**config.mk**
```make
export PLATFORM = sky130hd
export DESIGN_NAME = v3n_root_step
export DESIGN_NICKNAME = d
export VERILOG_FILES = /design/src/hw/rtl/v3n_root_step.sv
export SDC_FILE = /design/constraint.sdc
export NUM_CORES = 1
export LEC_CHECK = 0
export BUFFER_PORTS_ARGS = -buffer_cell sky130_fd_sc_hd__buf_2
export CAP_MARGIN = 10
export CORE_AREA = 3 3 314 316
export CTS_CLUSTER_SIZE = 30
export DETAILED_ROUTE_END_ITERATION = 12
export DIE_AREA = 0 0 317 319
export GPL_TIMING_DRIVEN = 0
export PLACE_DENSITY_LB_ADDON = 0.15
export SETUP_SLACK_MARGIN = 0.3
export SKIP_LAST_GASP = 1
export SYNTH_ARGS = -nofsm -noshare
export SYNTH_HDL_FRONTEND = slang
export SYNTH_SLANG_ARGS = --single-unit
```
**constraint.sdc**
```tcl
create_clock -name i_clk -period 7.21 [get_ports i_clk]
set_input_delay 1.442 -clock i_clk [delete_from_list [all_inputs] [get_ports i_clk]]
set_output_delay 1.442 -clock i_clk [all_outputs]
set_load 0.01 [all_outputs]
```
**src/hw/rtl/v3n_root_step.sv**
```systemverilog
// One bit of the inverse square root search for one component.
// Decides result bit B by an add and compare; depends on nothing else.
`default_nettype none

module v3n_root_step #(
    parameter int PW = 94,
    parameter int QW = 23,
    parameter int B  = 0
) (
    input  wire logic          i_clk,
    input  wire logic          i_en,
    input  wire logic [PW-1:0] i_s,
    input  wire logic [PW-1:0] i_r,
    input  wire logic [PW-1:0] i_p,
    input  wire logic [PW-1:0] i_qs,
    input  wire logic [QW-1:0] i_q,
    output logic      [PW-1:0] o_s,
    output logic      [PW-1:0] o_r,
    output logic      [PW-1:0] o_p,
    output logic      [PW-1:0] o_qs,
    output logic      [QW-1:0] o_q
);
    logic [PW-1:0] cand;
    logic          take;
    logic [PW-1:0] r_s, r_r, r_p, r_qs;
    logic [QW-1:0] r_q;
    logic [PW-1:0] n_p, n_qs;
    logic [QW-1:0] n_q;

    // With t = q + 2^B, t*t*S = q*q*S + 2^(B+1)*q*S + 2^(2B)*S.
    assign cand = i_p + (i_qs << (B + 1)) + (i_s << (2 * B));
    assign take = (cand <= i_r);

    always_comb begin
        n_p  = take ? cand : i_p;
        n_qs = take ? (i_qs + (i_s << B)) : i_qs;
        n_q  = i_q | (QW'(take) << B);
    end

    // Stage register, held while the pipeline is stalled.
    always_ff @(posedge i_clk) begin
        if (i_en) begin
            r_s  <= i_s;
            r_r  <= i_r;
            r_p  <= n_p;
            r_qs <= n_qs;
            r_q  <= n_q;
        end
    end

    assign o_s  = r_s;
    assign o_r  = r_r;
    assign o_p  = r_p;
    assign o_qs = r_qs;
    assign o_q  = r_q;
endmodule

`default_nettype wire

```
After elaboration in Yosys (flattened, before gate mapping)
Index checks and enable logic that the tools add are counted.
Storage, ports and cells
  flip-flop bits (word level): 399
  input bits: 401
  output and inout bits: 399
  word-level logic and storage cells: 12
Operators by class
  $add $sub $neg: 3
  magnitude comparators: 1
  multiplexer cells: 2
  bitwise logic cells: 1
Operator list (number)
  $add A94 B94 Y94: 3
  $mux W94: 2
  $le A94 B94 Y1: 1
  $or A23 B1 Y23: 1

Logic depth before layout (Yosys ltp)
Gate-level depths: netlist of run 1.
  word-level depth: 4
  mapped depth: 29
  mapped depth without buffers: 27

Worst setup path after synthesis of run 1
OpenSTA, ideal clock, no wires.
  path type: input to register
  from: input i_s[1]
  to: register r_p[74], in the netlist o_p[74], data pin
  setup time: 260 ps
  arrival: 7365 ps
  data required time: 6950 ps
  slack: -414 ps
  cell stages on the path: 27
  buffers on the path: 2
  path through: fa_1 > ha_1 > inv_1 > fa_1 > nand2b_1 > a21oi_1 > o2111ai_1 > a21oi_1 > a21bo_2 > a21bo_2 > o211ai_1 > a211oi_2 > o21a_1 > nor2_1 > a2111oi_0 > ha_1 > a21o_1 > a21o_1 > a211o_1 > a21o_1 > a221o_1 > a21oi_1 > o211a_1 > or2_1 > clkbuf_1 > buf_2 > mux2_2
On the way
  longest elaborated chain between the ends: 3
RTL lines
  start: declaration: RTL line 12  | input wire logic [PW-1:0] i_s,
  $add A94 B94 Y94 (*): RTL line 31  | assign cand = i_p + (i_qs << (B + 1)) + (i_s << (2 * B));
  $le A94 B94 Y1: RTL line 32  | assign take = (cand <= i_r);
  $mux W94 (*): RTL line 35  | n_p = take ? cand : i_p;
  via n_p[74]: RTL line 27  | logic [PW-1:0] n_p, n_qs;
  end signal: assignment: RTL line 45  | r_p <= n_p;
  end: declaration: RTL line 25  | logic [PW-1:0] r_s, r_r, r_p, r_qs;
Mark *: on every way through the listed nets, which the timed path passes. The rest lies on a longest branch.
A chain may end at the register's enable or synchronous reset.

Worst setup path in the final report of run 1
  from: input i_p[1]
  to: register r_qs[54], in the netlist o_qs[54], data pin
On the way
  longest elaborated chain between the ends: 4
RTL lines
  start: declaration: RTL line 14  | input wire logic [PW-1:0] i_p,
  $add A94 B94 Y94 (2 in series): RTL line 31
  $le A94 B94 Y1: RTL line 32
  $mux W94: RTL line 36  | n_qs = take ? (i_qs + (i_s << B)) : i_qs;
  via n_qs[54]: RTL line 27
  end signal: assignment: RTL line 46  | r_qs <= n_qs;
  end: declaration: RTL line 25
The timed path passes the listed nets, and every way through them passes these cells.

==> results.json, run 1 <==
{
  "fin_crit_sh_pct": 106,
  "rsz0062_at_grt": "true",
  "place_area_mm2": 0.0363,
  "grt_max_degree": 119,
  "violations": "negative setup slack",
  "layout_setup_ws_ns": -0.419,
  "synth-edff-count": 399,
  "finalInstanceArea_mm2": 0.0417,
  "outcome": "finished, violations left",
  "synthFlopType": "edfxtp_1",
  "viasPerCell": 5.24,
  "whs_ns": 0.981,
  "timing.fmax_mhz": 131,
  "hold_buffers": 0,
  "clock_path_buffers": 3,
  "crit_required_ns": 7.59,
  "m1WireLength_um": 54500,
  "num-fill-cells": 9596,
  "synth.most_common_cell": "edfxtp_1",
  "cts-root-buf": "clkbuf_16",
  "total_leakage_power_nw": 18.4,
  "grt_pass1_wl_um": 184000,
  "drc_errors": 0,
  "yosysTopAreaCellShare_pct": 39.6,
  "crit_type": "in -> reg",
  "area_delta_synth_final_pct": 38.1,
  "async_flop_share_pct": 0,
  "yosysSeqAreaShare_pct": 39.6,
  "syn-num-nets": 3752,
  "wl_met3_um": 8970,
  "antenna_found_initial": 17,
  "portBuffers": 799,
  "grt_usage_pct": 24.6,
  "worst_pin_slew_ns": 0.880,
  "cp-end-kind": "flop",
  "met2WireLength_um": 62700,
  "die_h_um": 319,
  "max_stage_delay_ns": 0.70,
  "via_count": 27545,
  "power_density_mw_per_mm2": 349,
  "avgSynthCellArea_um2": 10.2,
  "drtIter0Drc": 1915,
  "netlist_area_mm2": 0.0302,
  "yosys.area.top_type": "edfxtp_1",
  "die_area_mm2": 0.101,
  "core_mm2": 0.0963,
  "synth.distinct_cells": 81,
  "drtPass1Iterations": 6,
  "htreeDepth": 2,
  "finalMaxSlewViolations": 0,
  "fin_nets": 4704,
  "cts_tree": "built",
  "drt_wl_total_um": 130000,
  "initial_core_util_pct": 31.4,
  "final-hold-violation-count": 0,
  "cp-start-kind": "input pin",
  "synth_common_cells": "399 x edfxtp_1, 280 x ha_1, 277 x nand2_1",
  "crit_start": "i_p[1]",
  "fp.dieW_um": 317,
  "ant_nets": 0,
  "io_pins": 800,
  "post_drt_wl_per_cell_um": 24.7,
  "gp_congestion": 0.920,
  "cts.sinks": 399,
  "overflow": 0,
  "cap_violations": 0,
  "regArea_mm2": 0.0120,
  "arrival_ns": 8.01,
  "numCtsBuffers": 52,
  "fin_tns_setup_ns": -50.05,
  "row_count": 114,
  "whs_path_depth": 1,
  "path_clk_slew_ns": 0.06,
  "multiInputGateArea_mm2": 0.0192,
  "worst-path-max-fanout": 6,
  "vdd_drop_max_mv": 0.216,
  "yosys_warnings": 0,
  "setup_violations": 188,
  "netlist_top_cells_area": "edfxtp_1 40%, ha_1 12%, fa_1 6.2%",
  "synthCells": 2977,
  "min_from": "i_q[18]",
  "hp-class": "in -> reg",
  "dp_hpwl_um": 104000,
  "slew_headroom_pct": 41.1,
  "ys_seq_elements": 399,
  "crit_slowest_cell": "o211ai_1",
  "highest_layer": "met5",
  "fin_crit_ns": 7.63,
  "layout-drive-gt1-share_pct": 36.3,
  "grt_pass1_vias": 27247
}
-- routing by layer --
layer | up-vias | track usage, %
met5 | - | 0
met4 | 8 | 5.79
met3 | 171 | 5.08
met2 | 891 | 42.0
met1 | 13456 | 31.8
li1 | 13019 | -
-- per-stage QoR --
stage / util (%) / setup WS [ns] / total power, mW / instances
6_report: 43.3 / -0.419 / 14.6 / 5252
3_5_place_dp: 37.7 / -4.60 / 9.51 / 5057
5_1_grt: 43.3 / -0.568 / 15.4 / 5248
3_3_place_gp: 37.5 / -4.69 / 9.52 / 5052
2_1_floorplan: - / 0.00794 / 7.09 / 2977
4_1_cts: 42.0 / -0.387 / 14.0 / 5217
-- area by class of cell --
class,instances,share of cell area [%]
antenna,7,0.0420
buffer,133,2.65
clock buffer,58,3.22
clock inverter,36,1.05
inverter,163,1.47
multi-input combinational,2282,46.0
sequential,399,28.7
tap,1276,3.83
timing repair buffer,898,13.0
-- final timing paths --
check	end	slack, ns
setup / recovery	o_qs[54]	-0.42
hold / removal	o_q[18]	0.98
-- registers in the layout, summed over array words and instances (netlist names) --
name,count
o_p,94
o_q,23
o_qs,94
o_r,94
o_s,94
-- critical path, delay by kind of cell --
family                     cells  cell delay, ns
and+or+nand+nor                3            0.62
xor gates and xnor gates       1            0.21
buffers and inverters          9            1.22
adders and majority gates      4            1.41
AOI/OAI and AO/OA             15            3.05
-- repair_timing --
item | in CTS | in global routing
pin swaps | 94 | 81
resized for setup | 390 | 267
endpoints found under the setup margin | 189 | 189
cloned | 18 | 1
setup buffers | 48 | 27
-- report_power, final --
| part | leakage, nW | internal [mW] | switching (mW) |
|---|---|---|---|
| logic | 13.7 | 3.72 | 4.58 |
| clock network | 0.860 | 1.67 | 1.12 |
| registers | 3.90 | 3.36 | 0.127 |
-- placed cells by master, fill, tap and decap left out, types with 21 or more instances in the layout --
cell / synthesis / layout
buf_2: 23 / 812
edfxtp_1: 399 / 399
ha_1: 280 / 273
a21oi_1: 269 / 249
nand2_1: 277 / 183
inv_1: 163 / 162
nor2_1: 157 / 150
a21o_1: 149 / 149
o21ai_0: 212 / 117
nand4_1: 111 / 111
xnor2_1: 97 / 97
fa_1: 94 / 93
clkbuf_16: 0 / 81
clkbuf_1: 105 / 75
xor2_1: 67 / 65
nand2_4: 0 / 64
o21ai_2: 2 / 52
o21bai_1: 50 / 49
buf_4: 0 / 48
mux2_2: 79 / 43
nand3_1: 42 / 38
mux2_4: 0 / 37
o21ai_1: 9 / 35
nor3_1: 44 / 34
nand2_2: 0 / 30
buf_12: 0 / 28
o21a_1: 26 / 26
a31oi_1: 22 / 21
-- kinds of logic (layout without fill, tap and decap cells) --
family                     Yosys count  in the layout  synth area share (%)
muxes                               81             81                  3.01
AOI/OAI and AO/OA                  895            895                  18.8
buffers and inverters              296           1288                  3.80
and+or+nand+nor                    767            767                  12.1
other                                0              7                     0
xor gates and xnor gates           165            165                  4.83
DFF                                399            399                  39.6
adders and majority gates          374            374                  17.8
Power figures use the tool's default switching activity.
==> run 2: changes to the inputs <==
--- a/config.mk
+++ b/config.mk
@@ -8,12 +8,14 @@
 export BUFFER_PORTS_ARGS = -buffer_cell sky130_fd_sc_hd__buf_2
 export CAP_MARGIN = 10
 export CORE_AREA = 3 3 314 316
+export CTS_CLUSTER_DIAMETER = 100
 export CTS_CLUSTER_SIZE = 30
 export DETAILED_ROUTE_END_ITERATION = 12
 export DIE_AREA = 0 0 317 319
 export GPL_TIMING_DRIVEN = 0
 export PLACE_DENSITY_LB_ADDON = 0.15
 export SETUP_SLACK_MARGIN = 0.3
+export SKIP_CTS_REPAIR_TIMING = 1
 export SKIP_LAST_GASP = 1
 export SYNTH_ARGS = -nofsm -noshare
 export SYNTH_HDL_FRONTEND = slang
==> run 2 against run 1 <==
The run still ends with negative setup slack left. Clock power decreased by 30%. Wire length down 1.9%. Clock-buffer cell count down 29. First-iteration DRC count is 3.5% lower. Worst hold slack got worse by 0.017 ns. Power down 9.5%. Combinational power shrank 6.4%. Die area stayed put. Final cell count shrank 1.2%. Fmax shrank 1.3%. Global-route usage down 1.2 points. Critical path type unchanged. Largest cell class unchanged.
==> results.json, run 2 (synthesis gave the netlist of run 1 again) <==
{
  "grt_pass1_vias": 26256,
  "portBuffers": 799,
  "cts-root-buf": "clkbuf_16",
  "crit_type": "in -> reg",
  "setup_violations": 188,
  "rsz0062_at_grt": "true",
  "path_clk_slew_ns": 0.12,
  "finalInstanceArea_mm2": 0.0403,
  "fin_nets": 4658,
  "power_density_mw_per_mm2": 327,
  "whs_ns": 0.964,
  "worst_pin_slew_ns": 1.26,
  "final_core_utilization_pct": 41.8,
  "layout_setup_ws_ns": -0.522,
  "finalMaxSlewViolations": 0,
  "cp-end-kind": "flop",
  "place_ws_ns": -4.60,
  "via_count": 27250,
  "ant_nets": 0,
  "worst-path-max-fanout": 10,
  "final-hold-violation-count": 0,
  "total_leakage_power_nw": 17.7,
  "whs_path_depth": 1,
  "post_drt_wl_per_cell_um": 24.5,
  "initial_core_util_pct": 31.4,
  "dp_hpwl_um": 104000,
  "layout_common_cells": "811 x buf_2, 399 x edfxtp_1, 275 x ha_1",
  "hp-class": "in -> reg",
  "drtPass1Iterations": 5,
  "fp.dieW_um": 317,
  "min_from": "i_r[24]",
  "fin_crit_sh_pct": 107,
  "drtIter0Drc": 1848,
  "slew_headroom_pct": 15.1,
  "cap_violations": 0,
  "layout-drive-gt1-share_pct": 34.5,
  "cts_tree": "built",
  "antenna_found_initial": 19,
  "violations": "negative setup slack",
  "crit_required_ns": 7.62,
  "outcome": "finished, violations left",
  "fin_crit_ns": 7.73,
  "drt_wl_total_um": 127000,
  "hold_end": "o_r[24]",
  "power_mw": 13.2,
  "clock_path_buffers": 3,
  "overflow": 0,
  "die_h_um": 319,
  "vdd_drop_max_mv": 0.207,
  "area_delta_synth_final_pct": 33.3,
  "numCtsBuffers": 28,
  "grt_usage_pct": 23.4,
  "die_area_mm2": 0.101,
  "arrival_ns": 8.14,
  "crit_slowest_cell": "fa_1",
  "timing.fmax_mhz": 129,
  "viasPerCell": 5.25,
  "row_count": 114,
  "io_pins": 800,
  "place_area_mm2": 0.0363,
  "cts.sinks": 399,
  "grt_pass1_wl_um": 176000,
  "gp_congestion": 0.920,
  "core_mm2": 0.0963,
  "grt_max_degree": 119,
  "drc_errors": 0,
  "layout_commonest_cell": "buf_2",
  "cp-start-kind": "input pin",
  "htreeDepth": 1,
  "max_stage_delay_ns": 0.44
}
run 2: how the worst max path moves through the flow:
stage / start / endpoint / slack (ns) / cells past startpoint
after floorplan: i_s[1] / o_p[85] / 0.008 / 27
after global placement: i_s[3] / o_qs[31] / -4.69 / 26
after detailed placement: i_s[3] / o_qs[31] / -4.60 / 26
final: i_qs[26] / o_p[66] / -0.52 / 29
after CTS: i_s[3] / o_qs[31] / -3.90 / 26
after global routing: i_s[36] / o_p[30] / -0.70 / 29
run 2: metal layers:
layer,global-route usage (%),wire length [um],vias to the layer above
met5,0,27,-
met4,4.54,2810,4
met3,4.12,9160,126
met2,40.5,62600,866
met1,30.6,52700,13339
li1,-,-,12915
run 2: final cells by class:
type | count | area (um2)
antenna | 11 | 27.5
buffer | 133 | 1010
clock buffer | 29 | 726
clock inverter | 22 | 367
fill | 9684 | 56000
inverter | 163 | 612
multi-input combinational | 2282 | 18800
sequential | 399 | 12000
tap | 1276 | 1600
timing repair buffer | 876 | 5140
run 2: power breakdown:
group / switching, mW / internal (mW) / total (mW)
clock: 1.08 / 0.860 / 1.94
sequential: 0.128 / 3.35 / 3.48
combinational: 4.40 / 3.38 / 7.77
run 2: per-stage QoR:
stage                     TNS (ns)  cells
after floorplan                  0   2977
after global placement    -1525.27   5052
after detailed placement   -763.59   5057
after CTS                  -634.03   5108
after global routing       -106.45   5184
final                       -77.53   5191
run 2: worst max-delay path: cells and delay by family:
kind | cells | cell delay (ns)
compound gates | 15 | 3.58
fa+ha+maj | 3 | 0.94
buf+inv | 6 | 1.14
mux | 1 | 0.34
simple gates | 4 | 0.65
